$ cat src/design/tccc_pkg.sv
// ----------------------------------------------------------------------------
// tccc_pkg: shared types and constants of the text console cursor control
// Field layouts, register indexes, reset values and character codes.
// ----------------------------------------------------------------------------
`default_nettype none

package tccc_pkg;

  // Spaces that one tab expands into, and the tab phase counter
  localparam int TAB_SPACES = 4;
  localparam int PHASE_W    = $clog2(TAB_SPACES + 1);
  typedef logic [PHASE_W-1:0] phase_t;

  // Configuration port
  localparam int CFG_INDEX_W = 3;
  localparam int CFG_DATA_W  = 16;

  typedef enum logic [CFG_INDEX_W-1:0] {
    REG_SCREEN_WIDTH  = 3'd0,
    REG_SCREEN_HEIGHT = 3'd1,
    REG_CELL_WIDTH    = 3'd2,
    REG_CELL_HEIGHT   = 3'd3,
    REG_LINE_END_X    = 3'd4
  } cfg_reg_t;

  // Register reset values
  localparam logic [15:0] RST_SCREEN_WIDTH  = 16'd1024;
  localparam logic [15:0] RST_SCREEN_HEIGHT = 16'd768;
  localparam logic [7:0]  RST_CELL_WIDTH    = 8'd8;
  localparam logic [7:0]  RST_CELL_HEIGHT   = 8'd16;
  localparam logic [15:0] RST_LINE_END_X    = 16'd1024;

  // Character codes and the blank colour
  localparam logic [7:0]  CH_BS       = 8'd8;
  localparam logic [7:0]  CH_TAB      = 8'd9;
  localparam logic [7:0]  CH_NL       = 8'd10;
  localparam logic [7:0]  CH_SPACE    = 8'h20;
  localparam logic [31:0] BLANK_COLOR = 32'hFF00_0000;

  // Stream widths
  localparam int S_TDATA_W = 72;
  localparam int M_TDATA_W = 104;
  localparam int M_TUSER_W = 3;

  typedef struct packed {
    logic [15:0] screen_width;
    logic [15:0] screen_height;
    logic [7:0]  cell_width;
    logic [7:0]  cell_height;
    logic [15:0] line_end_x;
  } cfg_t;

  typedef struct packed {
    logic [15:0] x;
    logic [15:0] y;
  } cursor_t;

  typedef struct packed {
    logic        mode;
    logic [7:0]  char_code;
    logic [31:0] letter_color;
    logic [31:0] highlight_color;
  } item_t;

  typedef struct packed {
    logic        draw_valid;
    logic [7:0]  glyph;
    logic [15:0] pos_x;
    logic [15:0] pos_y;
    logic [31:0] fg_color;
    logic [31:0] bg_color;
    logic        clear_screen;
    logic        accepted;
    logic        last;
  } result_t;

  // Step status: a result is produced, the request is finished
  typedef struct packed {
    logic emit;
    logic done;
  } step_ctl_t;

endpackage

`default_nettype wire

$ cat src/design/tccc_cfg.sv
// ----------------------------------------------------------------------------
// tccc_cfg: configuration register file
// Holds screen and cell geometry; written by index, no read-back.
// ----------------------------------------------------------------------------
`default_nettype none

module tccc_cfg (
  input  wire logic                             clk,
  input  wire logic                             rst,
  input  wire logic                             cfg_we,
  input  wire logic [tccc_pkg::CFG_INDEX_W-1:0] cfg_index,
  input  wire logic [tccc_pkg::CFG_DATA_W-1:0]  cfg_data,
  output tccc_pkg::cfg_t                        cfg
);
  import tccc_pkg::*;

  // Load the addressed register, ignore indexes past the list
  always_ff @(posedge clk) begin
    if (rst) begin
      cfg.screen_width  <= RST_SCREEN_WIDTH;
      cfg.screen_height <= RST_SCREEN_HEIGHT;
      cfg.cell_width    <= RST_CELL_WIDTH;
      cfg.cell_height   <= RST_CELL_HEIGHT;
      cfg.line_end_x    <= RST_LINE_END_X;
    end else if (cfg_we) begin
      unique case (cfg_reg_t'(cfg_index))
        REG_SCREEN_WIDTH:  cfg.screen_width  <= cfg_data;
        REG_SCREEN_HEIGHT: cfg.screen_height <= cfg_data;
        REG_CELL_WIDTH:    cfg.cell_width    <= cfg_data[7:0];
        REG_CELL_HEIGHT:   cfg.cell_height   <= cfg_data[7:0];
        REG_LINE_END_X:    cfg.line_end_x    <= cfg_data;
        default: ;
      endcase
    end
  end

endmodule

`default_nettype wire

$ cat src/design/tccc_step.sv
// ----------------------------------------------------------------------------
// tccc_step: one cursor step
// Computes the result and the next cursor for the held request and phase.
// ----------------------------------------------------------------------------
`default_nettype none

module tccc_step (
  input  wire tccc_pkg::cfg_t      cfg,
  input  wire tccc_pkg::cursor_t   cursor,
  input  wire tccc_pkg::item_t     item,
  input  wire tccc_pkg::phase_t    phase,
  output tccc_pkg::result_t        res,
  output tccc_pkg::cursor_t        cursor_next,
  output tccc_pkg::step_ctl_t      ctl
);
  import tccc_pkg::*;

  logic        is_nl;
  logic        x_over, y_full, need, refuse;
  logic [15:0] wx, wy, dx;
  logic        la_over, la_full, next_ref;
  logic [15:0] bs_x0, bs_x, bs_y;
  logic        space_last;

  // Wrap check at the current cursor
  always_comb begin
    is_nl  = (item.char_code == CH_NL);
    x_over = ({1'b0, cursor.x} + {9'd0, cfg.cell_width}) > {1'b0, cfg.screen_width};
    y_full = ({1'b0, cursor.y} + {8'd0, cfg.cell_height, 1'b0})
             > {1'b0, cfg.screen_height};
    need   = x_over || is_nl;
    refuse = need && y_full;
    wx     = need ? 16'd0 : cursor.x;
    wy     = need ? cursor.y + {8'd0, cfg.cell_height} : cursor.y;
    dx     = wx + {8'd0, cfg.cell_width};
  end

  // Look ahead: would the next tab space be refused after this draw
  always_comb begin
    la_over  = ({1'b0, dx} + {9'd0, cfg.cell_width}) > {1'b0, cfg.screen_width};
    la_full  = ({1'b0, wy} + {8'd0, cfg.cell_height, 1'b0})
               > {1'b0, cfg.screen_height};
    next_ref = la_over && la_full;
  end

  // Backspace target, saturating at zero
  always_comb begin
    bs_y  = (cursor.x != 16'd0) ? cursor.y :
            (cursor.y > {8'd0, cfg.cell_height}) ?
            cursor.y - {8'd0, cfg.cell_height} : 16'd0;
    bs_x0 = (cursor.x == 16'd0) ? cfg.line_end_x : cursor.x;
    bs_x  = (bs_x0 > {8'd0, cfg.cell_width}) ? bs_x0 - {8'd0, cfg.cell_width} : 16'd0;
  end

  assign space_last = (phase == PHASE_W'(TAB_SPACES)) || next_ref;

  // Select the action for this request
  always_comb begin
    res          = '0;
    res.accepted = 1'b1;
    res.last     = 1'b1;
    cursor_next  = cursor;
    ctl.emit     = 1'b1;
    ctl.done     = 1'b1;
    priority if (item.mode) begin
      cursor_next.x    = 16'd0;
      cursor_next.y    = {8'd0, cfg.cell_height};
      res.clear_screen = 1'b1;
    end else if (item.char_code == CH_BS) begin
      if (!(cursor.x == 16'd0 && cursor.y == 16'd0)) begin
        cursor_next.x  = bs_x;
        cursor_next.y  = bs_y;
        res.draw_valid = 1'b1;
        res.pos_x      = bs_x;
        res.pos_y      = bs_y;
        res.fg_color   = BLANK_COLOR;
        res.bg_color   = BLANK_COLOR;
      end
    end else if (item.char_code == CH_TAB) begin
      if (phase == '0) begin
        // Tab itself: refuse, or move silently and go on to the spaces
        if (refuse) begin
          res.accepted = 1'b0;
        end else begin
          cursor_next.x = wx;
          cursor_next.y = wy;
          ctl.emit      = 1'b0;
          ctl.done      = 1'b0;
        end
      end else if (!refuse) begin
        cursor_next.x  = dx;
        cursor_next.y  = wy;
        res.draw_valid = 1'b1;
        res.glyph      = CH_SPACE;
        res.pos_x      = wx;
        res.pos_y      = wy;
        res.fg_color   = item.letter_color;
        res.bg_color   = item.highlight_color;
        res.last       = space_last;
        ctl.done       = space_last;
      end
    end else if (refuse) begin
      res.accepted = 1'b0;
    end else if (is_nl) begin
      cursor_next.x = wx;
      cursor_next.y = wy;
    end else begin
      cursor_next.x  = dx;
      cursor_next.y  = wy;
      res.draw_valid = 1'b1;
      res.glyph      = item.char_code;
      res.pos_x      = wx;
      res.pos_y      = wy;
      res.fg_color   = item.letter_color;
      res.bg_color   = item.highlight_color;
    end
  end

endmodule

`default_nettype wire

$ cat src/design/text_console_cursor_control.sv
// ----------------------------------------------------------------------------
// text_console_cursor_control: pixel cursor for a glyph-cell text console
// Turns characters into glyph draw commands and tracks the cursor.
// ----------------------------------------------------------------------------
// Usage:
//   Input stream s_*: one request per transfer, mode in s_tuser, character
//   and colours in s_tdata. Output stream m_*: one or more results per
//   request, m_tlast on the final one; flags in m_tuser.
//   Geometry registers are written through cfg_we/cfg_index/cfg_data while
//   no request is in flight.
//   A request is captured in the input register; its result goes through
//   the step unit into the output register once that register has room,
//   and the output register drives m_tvalid.
//   Throughput: one request per cycle for every character but a tab, while
//   m_tready does not stall. A tab holds the step unit for a positioning
//   step and one step per drawn space, up to TAB_SPACES spaces, as each step
//   reads and writes the single cursor register.
//   Reset clears both stream registers, homes the cursor to x 0, y 16 and
//   loads the register defaults.
//   A stalled m_tready holds the output result; the held request waits and
//   s_tready drops until the output register can take the next result.
// ----------------------------------------------------------------------------
`default_nettype none

module text_console_cursor_control (
  input  wire logic                             clk,
  input  wire logic                             rst,
  // s_tdata: char_code[7:0], letter_color[39:8], highlight_color[71:40]
  input  wire logic [tccc_pkg::S_TDATA_W-1:0]   s_tdata,
  // s_tuser: mode[0]
  input  wire logic [0:0]                       s_tuser,
  input  wire logic                             s_tvalid,
  output logic                                  s_tready,
  // m_tdata: glyph[7:0], pos_x[23:8], pos_y[39:24], fg_color[71:40],
  //          bg_color[103:72]
  output logic [tccc_pkg::M_TDATA_W-1:0]        m_tdata,
  // m_tuser: draw_valid[0], clear_screen[1], accepted[2]
  output logic [tccc_pkg::M_TUSER_W-1:0]        m_tuser,
  output logic                                  m_tlast,
  output logic                                  m_tvalid,
  input  wire logic                             m_tready,
  input  wire logic                             cfg_we,
  input  wire logic [tccc_pkg::CFG_INDEX_W-1:0] cfg_index,
  input  wire logic [tccc_pkg::CFG_DATA_W-1:0]  cfg_data
);
  import tccc_pkg::*;

  cfg_t      cfg;
  item_t     in_item;
  item_t     hold;
  logic      hold_valid;
  phase_t    phase;
  cursor_t   cursor;
  cursor_t   cursor_next;
  result_t   step_res;
  step_ctl_t step_ctl;
  result_t   out_res;
  logic      out_valid;
  logic      out_free;
  logic      commit;
  logic      s_accept;

  tccc_cfg u_cfg (
    .clk       (clk),
    .rst       (rst),
    .cfg_we    (cfg_we),
    .cfg_index (cfg_index),
    .cfg_data  (cfg_data),
    .cfg       (cfg)
  );

  tccc_step u_step (
    .cfg         (cfg),
    .cursor      (cursor),
    .item        (hold),
    .phase       (phase),
    .res         (step_res),
    .cursor_next (cursor_next),
    .ctl         (step_ctl)
  );

  // Unpack the input request
  always_comb begin
    in_item.mode            = s_tuser[0];
    in_item.char_code       = s_tdata[7:0];
    in_item.letter_color    = s_tdata[39:8];
    in_item.highlight_color = s_tdata[71:40];
  end

  // Advance the step when its result, if any, has room
  assign out_free = !out_valid || m_tready;
  assign commit   = hold_valid && (!step_ctl.emit || out_free);
  assign s_tready = !hold_valid || (commit && step_ctl.done);
  assign s_accept = s_tvalid && s_tready;

  // Input register control and tab phase
  always_ff @(posedge clk) begin
    if (rst) begin
      hold_valid <= 1'b0;
      phase      <= '0;
    end else if (s_accept) begin
      hold_valid <= 1'b1;
      phase      <= '0;
    end else if (commit && step_ctl.done) begin
      hold_valid <= 1'b0;
      phase      <= '0;
    end else if (commit) begin
      phase      <= phase + PHASE_W'(1);
    end
  end

  // Input register payload
  always_ff @(posedge clk) begin
    if (s_accept) begin
      hold <= in_item;
    end
  end

  // Cursor
  always_ff @(posedge clk) begin
    if (rst) begin
      cursor.x <= 16'd0;
      cursor.y <= {8'd0, RST_CELL_HEIGHT};
    end else if (commit) begin
      cursor <= cursor_next;
    end
  end

  // Output register control
  always_ff @(posedge clk) begin
    if (rst) begin
      out_valid <= 1'b0;
    end else if (commit && step_ctl.emit) begin
      out_valid <= 1'b1;
    end else if (m_tready) begin
      out_valid <= 1'b0;
    end
  end

  // Output register payload
  always_ff @(posedge clk) begin
    if (commit && step_ctl.emit) begin
      out_res <= step_res;
    end
  end

  // Pack the result
  assign m_tvalid = out_valid;
  assign m_tdata  = {out_res.bg_color, out_res.fg_color, out_res.pos_y,
                     out_res.pos_x, out_res.glyph};
  assign m_tuser  = {out_res.accepted, out_res.clear_screen, out_res.draw_valid};
  assign m_tlast  = out_res.last;

endmodule

`default_nettype wire

$ cat config.mk
export PLATFORM = sky130hd
export DESIGN_NAME = text_console_cursor_control
export DESIGN_NICKNAME = d
export VERILOG_FILES = /design/src/design/tccc_pkg.sv /design/src/design/tccc_cfg.sv /design/src/design/tccc_step.sv /design/src/design/text_console_cursor_control.sv
export SDC_FILE = /design/constraint.sdc
export NUM_CORES = 1
export LEC_CHECK = 0
export BUFFER_PORTS_ARGS = -buffer_cell sky130_fd_sc_hd__buf_2
export CORE_ASPECT_RATIO = 0.5
export CORE_MARGIN = 3
export CORE_UTILIZATION = 64
export DETAILED_ROUTE_END_ITERATION = 6
export GPL_TIMING_DRIVEN = 0
export PLACE_DENSITY = 0.87
export SYNTH_ARGS = -nofsm -noshare
export SYNTH_HDL_FRONTEND = slang
export SYNTH_SLANG_ARGS = --single-unit
$ cat constraint.sdc
create_clock -name clk -period 22.5 [get_ports clk]
set_input_delay 3.375 -clock clk [delete_from_list [all_inputs] [get_ports clk]]
set_output_delay 3.375 -clock clk [all_outputs]
set_load 0.01 [all_outputs]
# Word-level counts from Yosys, hierarchy flattened
# Index checks and enable logic that the tools add are counted.
# word_totals
word_cells,119
input_bits,97
out_inout_bits,110
reg_bits,282
# classes
n_lt_le_gt_ge,6
eq_ne,10
add_sub_neg,9
n_reduce_logical,31
bitwise,1
muxes,39
# op_table
op,n
105-bit 2-to-1 mux,5
32-bit 2-to-1 mux,9
96-bit 2-to-1 mux,2
16-bit 2-to-1 mux,6
17-bit by 16-bit > comparator with 1-bit output,4
16-bit by 8-bit adder with 17-bit output,2
16-bit by 9-bit adder with 17-bit output,2
16-bit by 8-bit adder with 16-bit output,2
16-bit by 8-bit > comparator with 1-bit output,2
16-bit logical NOT,2
16-bit by 8-bit subtractor with 16-bit output,2
8-bit by 4-bit == test with 1-bit output (second input constant),3
16-bit nonzero test,1
1-bit 2-to-1 mux,13
2-bit AND reduction,5
2-bit 2-to-1 mux,4
1-bit logical AND,7
3-bit by 2-bit == test with 1-bit output (second input constant),2
3-bit == test (second input constant),2
3-bit logical NOT,2
3-bit != test (second input constant),2
1-bit logical OR,5
2-bit nonzero test,2
4-bit OR reduction,1
other kinds (7),9

# Depth between registers and ports, before layout
# Gate-level depths: netlist (run 1).
# depth
depth_word,21
ltp_mapped,45
mapped_depth_nobuf,44

# Modules after synthesis
# From an unflattened synthesis (run 1), not the netlist that was laid out.
# unflattened
hier_cells,1780
area_unflattened_um2,17389.2
# by_module_without_submodules
module,cells_per_inst,area_per_inst_um2,seq_area_each_um2,instances
tccc_step,1183,7885.1,0.0,1
text_console_cursor_control,360,6902.9,6175.9,1
tccc_cfg,237,2601.2,1281.2,1

# Worst setup path before layout (run 1)
# Ideal clock, no wire load.
# synth_timing
kind,register to output
from,"register, netlist name u_cfg.cfg[25]"
to,output s_tready
setup_slack_ns,11.150
arrival_ns,7.975
t_required_ns,19.125
stages_incl_launch_ff,42
path_buffers,1
path_cell_list,dfxtp_1 ha_1 a21o_1 a21oi_1 o21bai_1 a21oi_1 o21bai_1 a21oi_1 nor2b_1 o21ai_0 nor3_1 xor2_1 ha_1 a21oi_1 nand2_1 a221oi_1 a21oi_2 nor2_4 [... 6 more ...] ha_1 a21o_1 a21oi_1 o21bai_1 a21o_1 a21o_1 a221o_1 and3_1 o31ai_1 o41a_1 o21ai_1 ha_1 nand4_1 o211ai_1 a21oi_1 a211oi_1 a2111oi_4 o31ai_2
# synth_between
elab_chain_len,16
elab_cells_between_ends,25
classes_between,add/sub (4); order compare (3); mux (9); reduce/logical (9)
# synth_lines
element,line_no,rtl
16-bit by 8-bit adder with 17-bit output,tccc_step.sv:28,"x_over = ({1'b0, cursor.x} + {9'd0, cfg.cell_width}) > {1'b0, cfg.screen_width};"
17-bit by 16-bit > comparator with 1-bit output,tccc_step.sv:28,
1-bit logical OR,tccc_step.sv:31,need = x_over || is_nl;
16-bit 2-to-1 mux,tccc_step.sv:33,wx = need ? 16'd0 : cursor.x;
16-bit by 8-bit adder with 16-bit output,tccc_step.sv:35,"dx = wx + {8'd0, cfg.cell_width};"
16-bit by 8-bit adder with 17-bit output,tccc_step.sv:40,"la_over = ({1'b0, dx} + {9'd0, cfg.cell_width}) > {1'b0, cfg.screen_width};"
17-bit by 16-bit > comparator with 1-bit output,tccc_step.sv:40,
1-bit logical AND,tccc_step.sv:43,next_ref = la_over && la_full;
1-bit logical OR,tccc_step.sv:55,assign space_last = (phase == PHASE_W'(TAB_SPACES)) || next_ref;
1-bit 2-to-1 mux,tccc_step.sv:90,end else if (!refuse) begin
1-bit 2-to-1 mux,tccc_step.sv:80,if (phase == '0) begin
2-bit 2-to-1 mux (*),tccc_step.sv:79,end else if (item.char_code == CH_TAB) begin
2-bit 2-to-1 mux (*),tccc_step.sv:69,end else if (item.char_code == CH_BS) begin
2-bit 2-to-1 mux (*),tccc_step.sv:65,priority if (item.mode) begin
1-bit logical AND (*),text_console_cursor_control.sv:93,assign s_tready = !hold_valid || (commit && step_ctl.done);
1-bit logical OR (*),text_console_cursor_control.sv:93,
to (decl),text_console_cursor_control.sv:33,"output logic s_tready,"
# Mark *: on every way between the ends. The rest lies on a longest branch, timed or not.

# Worst setup path after layout (run 1)
# layout_timing
from,"register, netlist name u_cfg.cfg[25]"
to,output s_tready
# layout_between
elab_chain_len,16
elab_cells_between_ends,25
classes_between,add/sub (4); order compare (3); mux (9); reduce/logical (9)
# layout_lines
element,line_no
16-bit by 8-bit adder with 17-bit output,tccc_step.sv:28
17-bit by 16-bit > comparator with 1-bit output,tccc_step.sv:28
1-bit logical OR,tccc_step.sv:31
16-bit 2-to-1 mux,tccc_step.sv:33
16-bit by 8-bit adder with 16-bit output,tccc_step.sv:35
16-bit by 8-bit adder with 17-bit output,tccc_step.sv:40
17-bit by 16-bit > comparator with 1-bit output,tccc_step.sv:40
1-bit logical AND,tccc_step.sv:43
1-bit logical OR,tccc_step.sv:55
1-bit 2-to-1 mux,tccc_step.sv:90
1-bit 2-to-1 mux,tccc_step.sv:80
2-bit 2-to-1 mux (*),tccc_step.sv:79
2-bit 2-to-1 mux (*),tccc_step.sv:69
2-bit 2-to-1 mux (*),tccc_step.sv:65
1-bit logical AND (*),text_console_cursor_control.sv:93
1-bit logical OR (*),text_console_cursor_control.sv:93
# Marks and branches as above.

==> results.yml, run 1 <==
floorplanning:
  dieWidth_um: 237
  rows: 41
  core_area_mm2: 0.0257
  ioPinCount: 207
  die_area_mm2: 0.0287
  die_h_um: 121
  initial_utilization: 0.663
grt:
  grt_pass1_vias: 14000
  grt_first_pass_wirelength_um: 77300
  antenna_found_initial: 2
  grt_overflow: 0
  grt_max_degree: 74
  track_usage: 0.347
sta:
  rsz0062_at_grt: "no"
  fmax_ghz: 0.0682
  finalCritPeriodShare: 0.651
  fin_tns_setup_ps: 0
  clock_skew_ps: 13.7
  hold_viol: 0
  tightest_slew_ps: 984
  max_slew_margin: 0.344
  fin_ws_ps: 7850
  finalSetupViolations: 0
  period_needed_ps: 14650
  report.final.slew_viol_count: 0
placement:
  dp_hpwl_um: 39000
  gp_congestion: 0.995
  dp_cells: 2352
  pre_cts_ws_ps: 8820
  io_buffers: 204
detailed_routing:
  routedWlPerCell_um: 21.3
  drt-initial-drc-count: 2065
  met1_length_um: 20100
  postRouteAntennaNets: 0
  vias_per_cell: 6.26
  wl_um: 51000
  wl_met3_um: 6150
  met2_length_um: 22000
  vias: 15000
  top_layer: "met5"
  drt-pass1-iter-count: 7
  drc: 14
clock_network:
  cts_resized: 0
  path_clk_slew_ps: 70
  cts_hold_buffers: 0
  clk_latency_ps: 550
  clock-root-buffer: "clkbuf_16"
  tritoncts: "done"
  cts_buffer_depth: 3
  htree_levels: 1
  post_cts_buffers: 0
  numCtsBuffers: 24
  cts_sinks: 282
cells_and_area:
  layout_commonest_cell: "nand2_1"
  mostFrequentLayoutCells: "237 x nand2_1, 216 x buf_2, 181 x edfxtp_1, 169 x nor2_1, 163 x a21oi_1"
  finalNonFillerCells: 2397
  area_growth_pct: 13.3
  final_nets: 2273
  drive_gt1_frac: 0.144
  fillers: 1812
pwr:
  p_total_mw: 1.24
  pwr-share-comb: 0.186
  powerDensity_mw_per_mm2: 64.1
  ir_drop_mv: 0.0454
  switchingPower_uw: 353
  p_int_uw: 884
  switching_share: 0.285
  p_seq_frac: 0.475
  clkPwrFrac: 0.339
  leakage_nw: 7.76
yosys:
  syn_nets: 2042
  synth_edf_count: 181
  synth.distinct_cells: 90
  ys_seq_area_frac: 0.438
  synth_area_mm2: 0.0170
  synthCells: 1803
  ys_ff_latch: 282
  yosys_warnings: 0
  synthArstFlopShare: 0
  synth_ff_type: "edfxtp_1"
  avgSynthCellArea_um2: 9.45
run_status:
  status: "finished with violations"
  violations: "design-rule violations"
setup_path:
  slowest_stage: "a211oi_1"
  cp-start-kind: "flop"
  critPathArrivalTime_ps: 11280
  critPathMaxStageDelay_ps: 690
  path_class: "reg -> out"
  required_ps: 19120
  cp-end-kind: "output port"
  crit_fanout: 10
flow_run:
  maxCapViolations: 0
worst_hold_path:
  min_path_type: "reg -> reg"
==> state kept, by name, summed over array words and instances (netlist names) <==
signal and count:
m_tuser 3, hold 73, m_tdata 104, m_tlast 1, u_cfg.cfg 64, phase 3, m_tvalid 1, hold_valid 1
cursor 32
==> metrics by stage <==
| stage | instance area, µm² | hold slack [ps] | util |
|---|---|---|---|
| after floorplan | 17000 | 436 | - |
| after global placement | 18500 | 442 | 0.719 |
| after detailed placement | 18500 | 448 | 0.721 |
| after CTS | 19300 | 457 | 0.751 |
| after global routing | 19300 | 475 | 0.751 |
| final | 19300 | 458 | 0.751 |
==> metal layers <==
metal	vias up	track usage
li1	6877	-
met2	967	0.538
met5	-	0
met3	204	0.0963
met4	4	0.159
met1	6948	0.456
==> power groups by stage <==
stage | registers [mW] | logic, mW | clock network, mW
floorplan | 0.601 | 0.144 | 0
global placement | 0.599 | 0.215 | 0
detailed placement | 0.599 | 0.222 | 0
CTS | 0.587 | 0.224 | 0.419
global route | 0.589 | 0.250 | 0.442
finish | 0.588 | 0.230 | 0.419
==> worst paths after layout <==
kind	startpoint	to	slack [ps]	depth (start not counted)
setup / recovery	u_cfg.cfg[25]	s_tready	7850	43
hold / removal	u_cfg.cfg[37]	u_cfg.cfg[37]	460	2
setup reg to reg	u_cfg.cfg[25]	hold[26]	10680	43
hold reg to reg	u_cfg.cfg[37]	u_cfg.cfg[37]	460	2
==> cell usage after synthesis, types with 5 or more instances <==
cell type / n / area [µm²]
a211o_1: 6 / 52.6
xor2_1: 38 / 333
a21oi_1: 163 / 816
fa_1: 8 / 160
a211oi_1: 15 / 113
nor2_1: 169 / 634
nor4_1: 9 / 56.3
nand2b_1: 23 / 144
a31oi_1: 5 / 31.3
o21a_1: 23 / 173
o21ai_0: 45 / 225
or4_1: 5 / 37.5
clkbuf_1: 63 / 236
and2_1: 69 / 432
ha_1: 134 / 1680
nand2_1: 237 / 890
and4_1: 5 / 43.8
a221oi_1: 7 / 61.3
or3_1: 12 / 75.1
nand3_1: 28 / 140
edfxtp_1: 181 / 5440
a21o_1: 29 / 218
nand4_1: 17 / 106
xnor2_1: 63 / 552
buf_2: 12 / 60.1
and3_1: 7 / 43.8
o31ai_1: 13 / 97.6
o21bai_1: 13 / 97.6
nor3_1: 30 / 150
nor2b_1: 23 / 144
dfxtp_1: 101 / 2020
a22oi_1: 21 / 158
nand3b_1: 7 / 52.6
o2111ai_1: 6 / 52.6
o21ai_1: 7 / 35.0
inv_1: 94 / 353
mux2i_1: 10 / 100
o211ai_1: 11 / 82.6
o22ai_1: 6 / 37.5
==> kinds of logic (layout without fill, tap and decap cells) <==
logic type	Yosys count	count (layout)	synth area share
compound gates	417	417	0.162
xor+xnor	101	101	0.0519
fa+ha+maj	142	142	0.108
buf+inv	175	424	0.0403
flops	282	282	0.438
mux	14	14	0.00852
other cells	0	1	0
simple gates	672	672	0.192
==> final cells by class <==
type,count,area [µm²],share of cell area
Antenna cell,1,2.50,0.000130
Buffer,80,330,0.0171
Clock buffer,33,644,0.0334
Clock inverter,11,129,0.00668
Inverter,95,359,0.0186
Multi-Input combinational cell,1346,8890,0.461
Sequential cell,282,7460,0.386
Tap cell,344,430,0.0223
Timing Repair Buffer,205,1050,0.0543
==> worst max-delay path: cells and delay by family, from the launching register on <==
family	cells	cell delay, ps
and+or+nand+nor	12	1910
buffers and inverters	4	900
AOI/OAI and AO/OA	19	4680
DFF	1	580
xor gates and xnor gates	2	700
adders and majority gates	6	1910
Note: power is estimated with default switching activity, not from simulation.
==> run 2, diff against run 1 <==
--- a/config.mk
+++ b/config.mk
@@ -8,10 +8,10 @@
 export BUFFER_PORTS_ARGS = -buffer_cell sky130_fd_sc_hd__buf_2
 export CORE_ASPECT_RATIO = 0.5
 export CORE_MARGIN = 3
-export CORE_UTILIZATION = 64
+export CORE_UTILIZATION = 54
 export DETAILED_ROUTE_END_ITERATION = 6
 export GPL_TIMING_DRIVEN = 0
-export PLACE_DENSITY = 0.87
+export PLACE_DENSITY = 0.78
 export SYNTH_ARGS = -nofsm -noshare
 export SYNTH_HDL_FRONTEND = slang
 export SYNTH_SLANG_ARGS = --single-unit
==> constraint.sdc (replaced) <==
create_clock -name clk -period 13.2 [get_ports clk]
set_input_delay 1.98 -clock clk [delete_from_list [all_inputs] [get_ports clk]]
set_output_delay 1.98 -clock clk [all_outputs]
set_load 0.01 [all_outputs]
==> results.yml, run 2 (same netlist as run 1, synthesis figures left out) <==
detailed_routing:
  postRouteAntennaNets: 0
  wl_um: 49600
  vias_per_cell: 5.93
  drt-pass1-iter-count: 7
  drc: 3
  vias: 14700
  drt-initial-drc-count: 1706
  routedWlPerCell_um: 20.0
clock_network:
  post_cts_buffers: 0
  cts_buffer_depth: 3
  path_clk_slew_ps: 60
  tritoncts: "done"
  clock-root-buffer: "clkbuf_16"
  cts_hold_buffers: 0
  clk_latency_ps: 560
  numCtsBuffers: 25
  cts_sinks: 282
  htree_levels: 1
setup_path:
  crit_fanout: 10
  critPathMaxStageDelay_ps: 540
  required_ps: 11220
  path_delay_family: "compound AO/OA/AOI/OAI gates"
  timing.critical_path.buf_inv: 4
  cp-start-kind: "flop"
  critPathArrivalTime_ps: 10760
  slowest_stage: "dfxtp_1"
  cp-end-kind: "output port"
  path_class: "reg -> out"
  crit_top_cell: "a21oi_1"
pwr:
  powerDensity_mw_per_mm2: 109
  p_total_mw: 2.12
  leakage_nw: 7.80
  ir_drop_mv: 0.0798
sta:
  finalSetupViolations: 0
  finalCritPeriodShare: 0.965
  tightest_slew_ps: 936
  fmax_ghz: 0.0785
  clock_skew_ps: 20.0
  period_needed_ps: 12740
  report.final.slew_viol_count: 0
  max_slew_margin: 0.376
  hold_viol: 0
  fin_tns_setup_ps: 0
  rsz0062_at_grt: "no"
  whs_ps: 455
run_status:
  status: "finished with violations"
  violations: "design-rule violations"
grt:
  grt_first_pass_wirelength_um: 75800
  track_usage: 0.284
  grt_overflow: 0
  grt_pass1_vias: 13400
  antenna_found_initial: 0
  grt_max_degree: 70
cells_and_area:
  drive_gt1_frac: 0.145
  finalNonFillerCells: 2475
  largest_register_ffs: 104
  mostFrequentLayoutCells: "237 x nand2_1, 216 x buf_2, 181 x edfxtp_1, 169 x nor2_1, 163 x a21oi_1"
  final_nets: 2274
  layout_commonest_cell: "nand2_1"
  area_growth_pct: 14.1
  diodes: 0
floorplanning:
  die_area_mm2: 0.0338
  die_h_um: 132
  core_area_mm2: 0.0307
  dieWidth_um: 257
  ioPinCount: 207
  initial_utilization: 0.555
  rows: 45
flow_run:
  maxCapViolations: 0
worst_hold_path:
  min_path_type: "reg -> reg"
placement:
  io_buffers: 204
  dp_hpwl_um: 38400
  gp_congestion: 1.01
  dp_cells: 2432
-- run 2: cell types whose count changed in the layout (fill, tap and decap cells not counted), moves of 2 or more --
cell,change
clkinvlp_2,-3
clkinv_2,+2
clkbuf_16,+2
clkinv_1,+3
clkbuf_1,-4
-- run 2: report_power, final --
group	switching [mW]	internal, mW	leakage, nW	total (mW)
logic	0.249	0.142	4.85	0.392
clock network	0.329	0.394	0.387	0.724
registers	0.0202	0.980	2.56	1.00
total	0.599	1.52	7.80	2.12
-- run 2: layout make-up --
cell class	count	area [µm²]
multi-input combinational	1346	8900
clock inverter	11	100
clock buffer	33	697
sequential	282	7460
tap	423	529
inverter	95	359
timing repair buffer	206	1080
fill	2573	11200
buffer	79	327
-- run 2: worst register-to-register path, delay by kind of cell, from the launching register on --
kind,cells,cell delay [ps]
simple gates,8,1540
fa+ha+maj,5,1730
buf+inv,4,920
xor+xnor,2,660
compound gates,23,5180
flops,1,540
-- run 2: stage by stage --
| step | worst slack [ps] | util | cell area, µm² |
|---|---|---|---|
| finish | 456 | 0.634 | 19400 |
| global route | 4.49 | 0.634 | 19400 |
| CTS | 278 | 0.634 | 19400 |
| detailed placement | 837 | 0.608 | 18600 |
| global placement | 141 | 0.606 | 18600 |
| floorplan | 2990 | - | 17000 |
-- run 2: worst paths after layout --
path | from | end | slack [ps] | depth (start not counted)
setup / recovery | u_cfg.cfg[25] | s_tready | 460 | 41
hold / removal | u_cfg.cfg[49] | u_cfg.cfg[49] | 460 | 2
setup reg to reg | u_cfg.cfg[25] | hold[28] | 2230 | 42
hold reg to reg | u_cfg.cfg[49] | u_cfg.cfg[49] | 460 | 2
-- run 2: timing repair --
| item | 4_1_cts | 5_1_grt |
|---|---|---|
| hold endpoints to repair | 0 | 0 |
| gates resized for setup | 0 | 1 |
| endpoints found under the setup margin | 0 | 1 |
-- run 2: layer usage --
metal / up-vias / track usage / wire [µm]
met1: 6811 / 0.398 / 20700
met4: 0 / 0.101 / 1780
li1: 6888 / - / -
met3: 134 / 0.0497 / 5300
met2: 855 / 0.442 / 21800
met5: - / 0 / 0
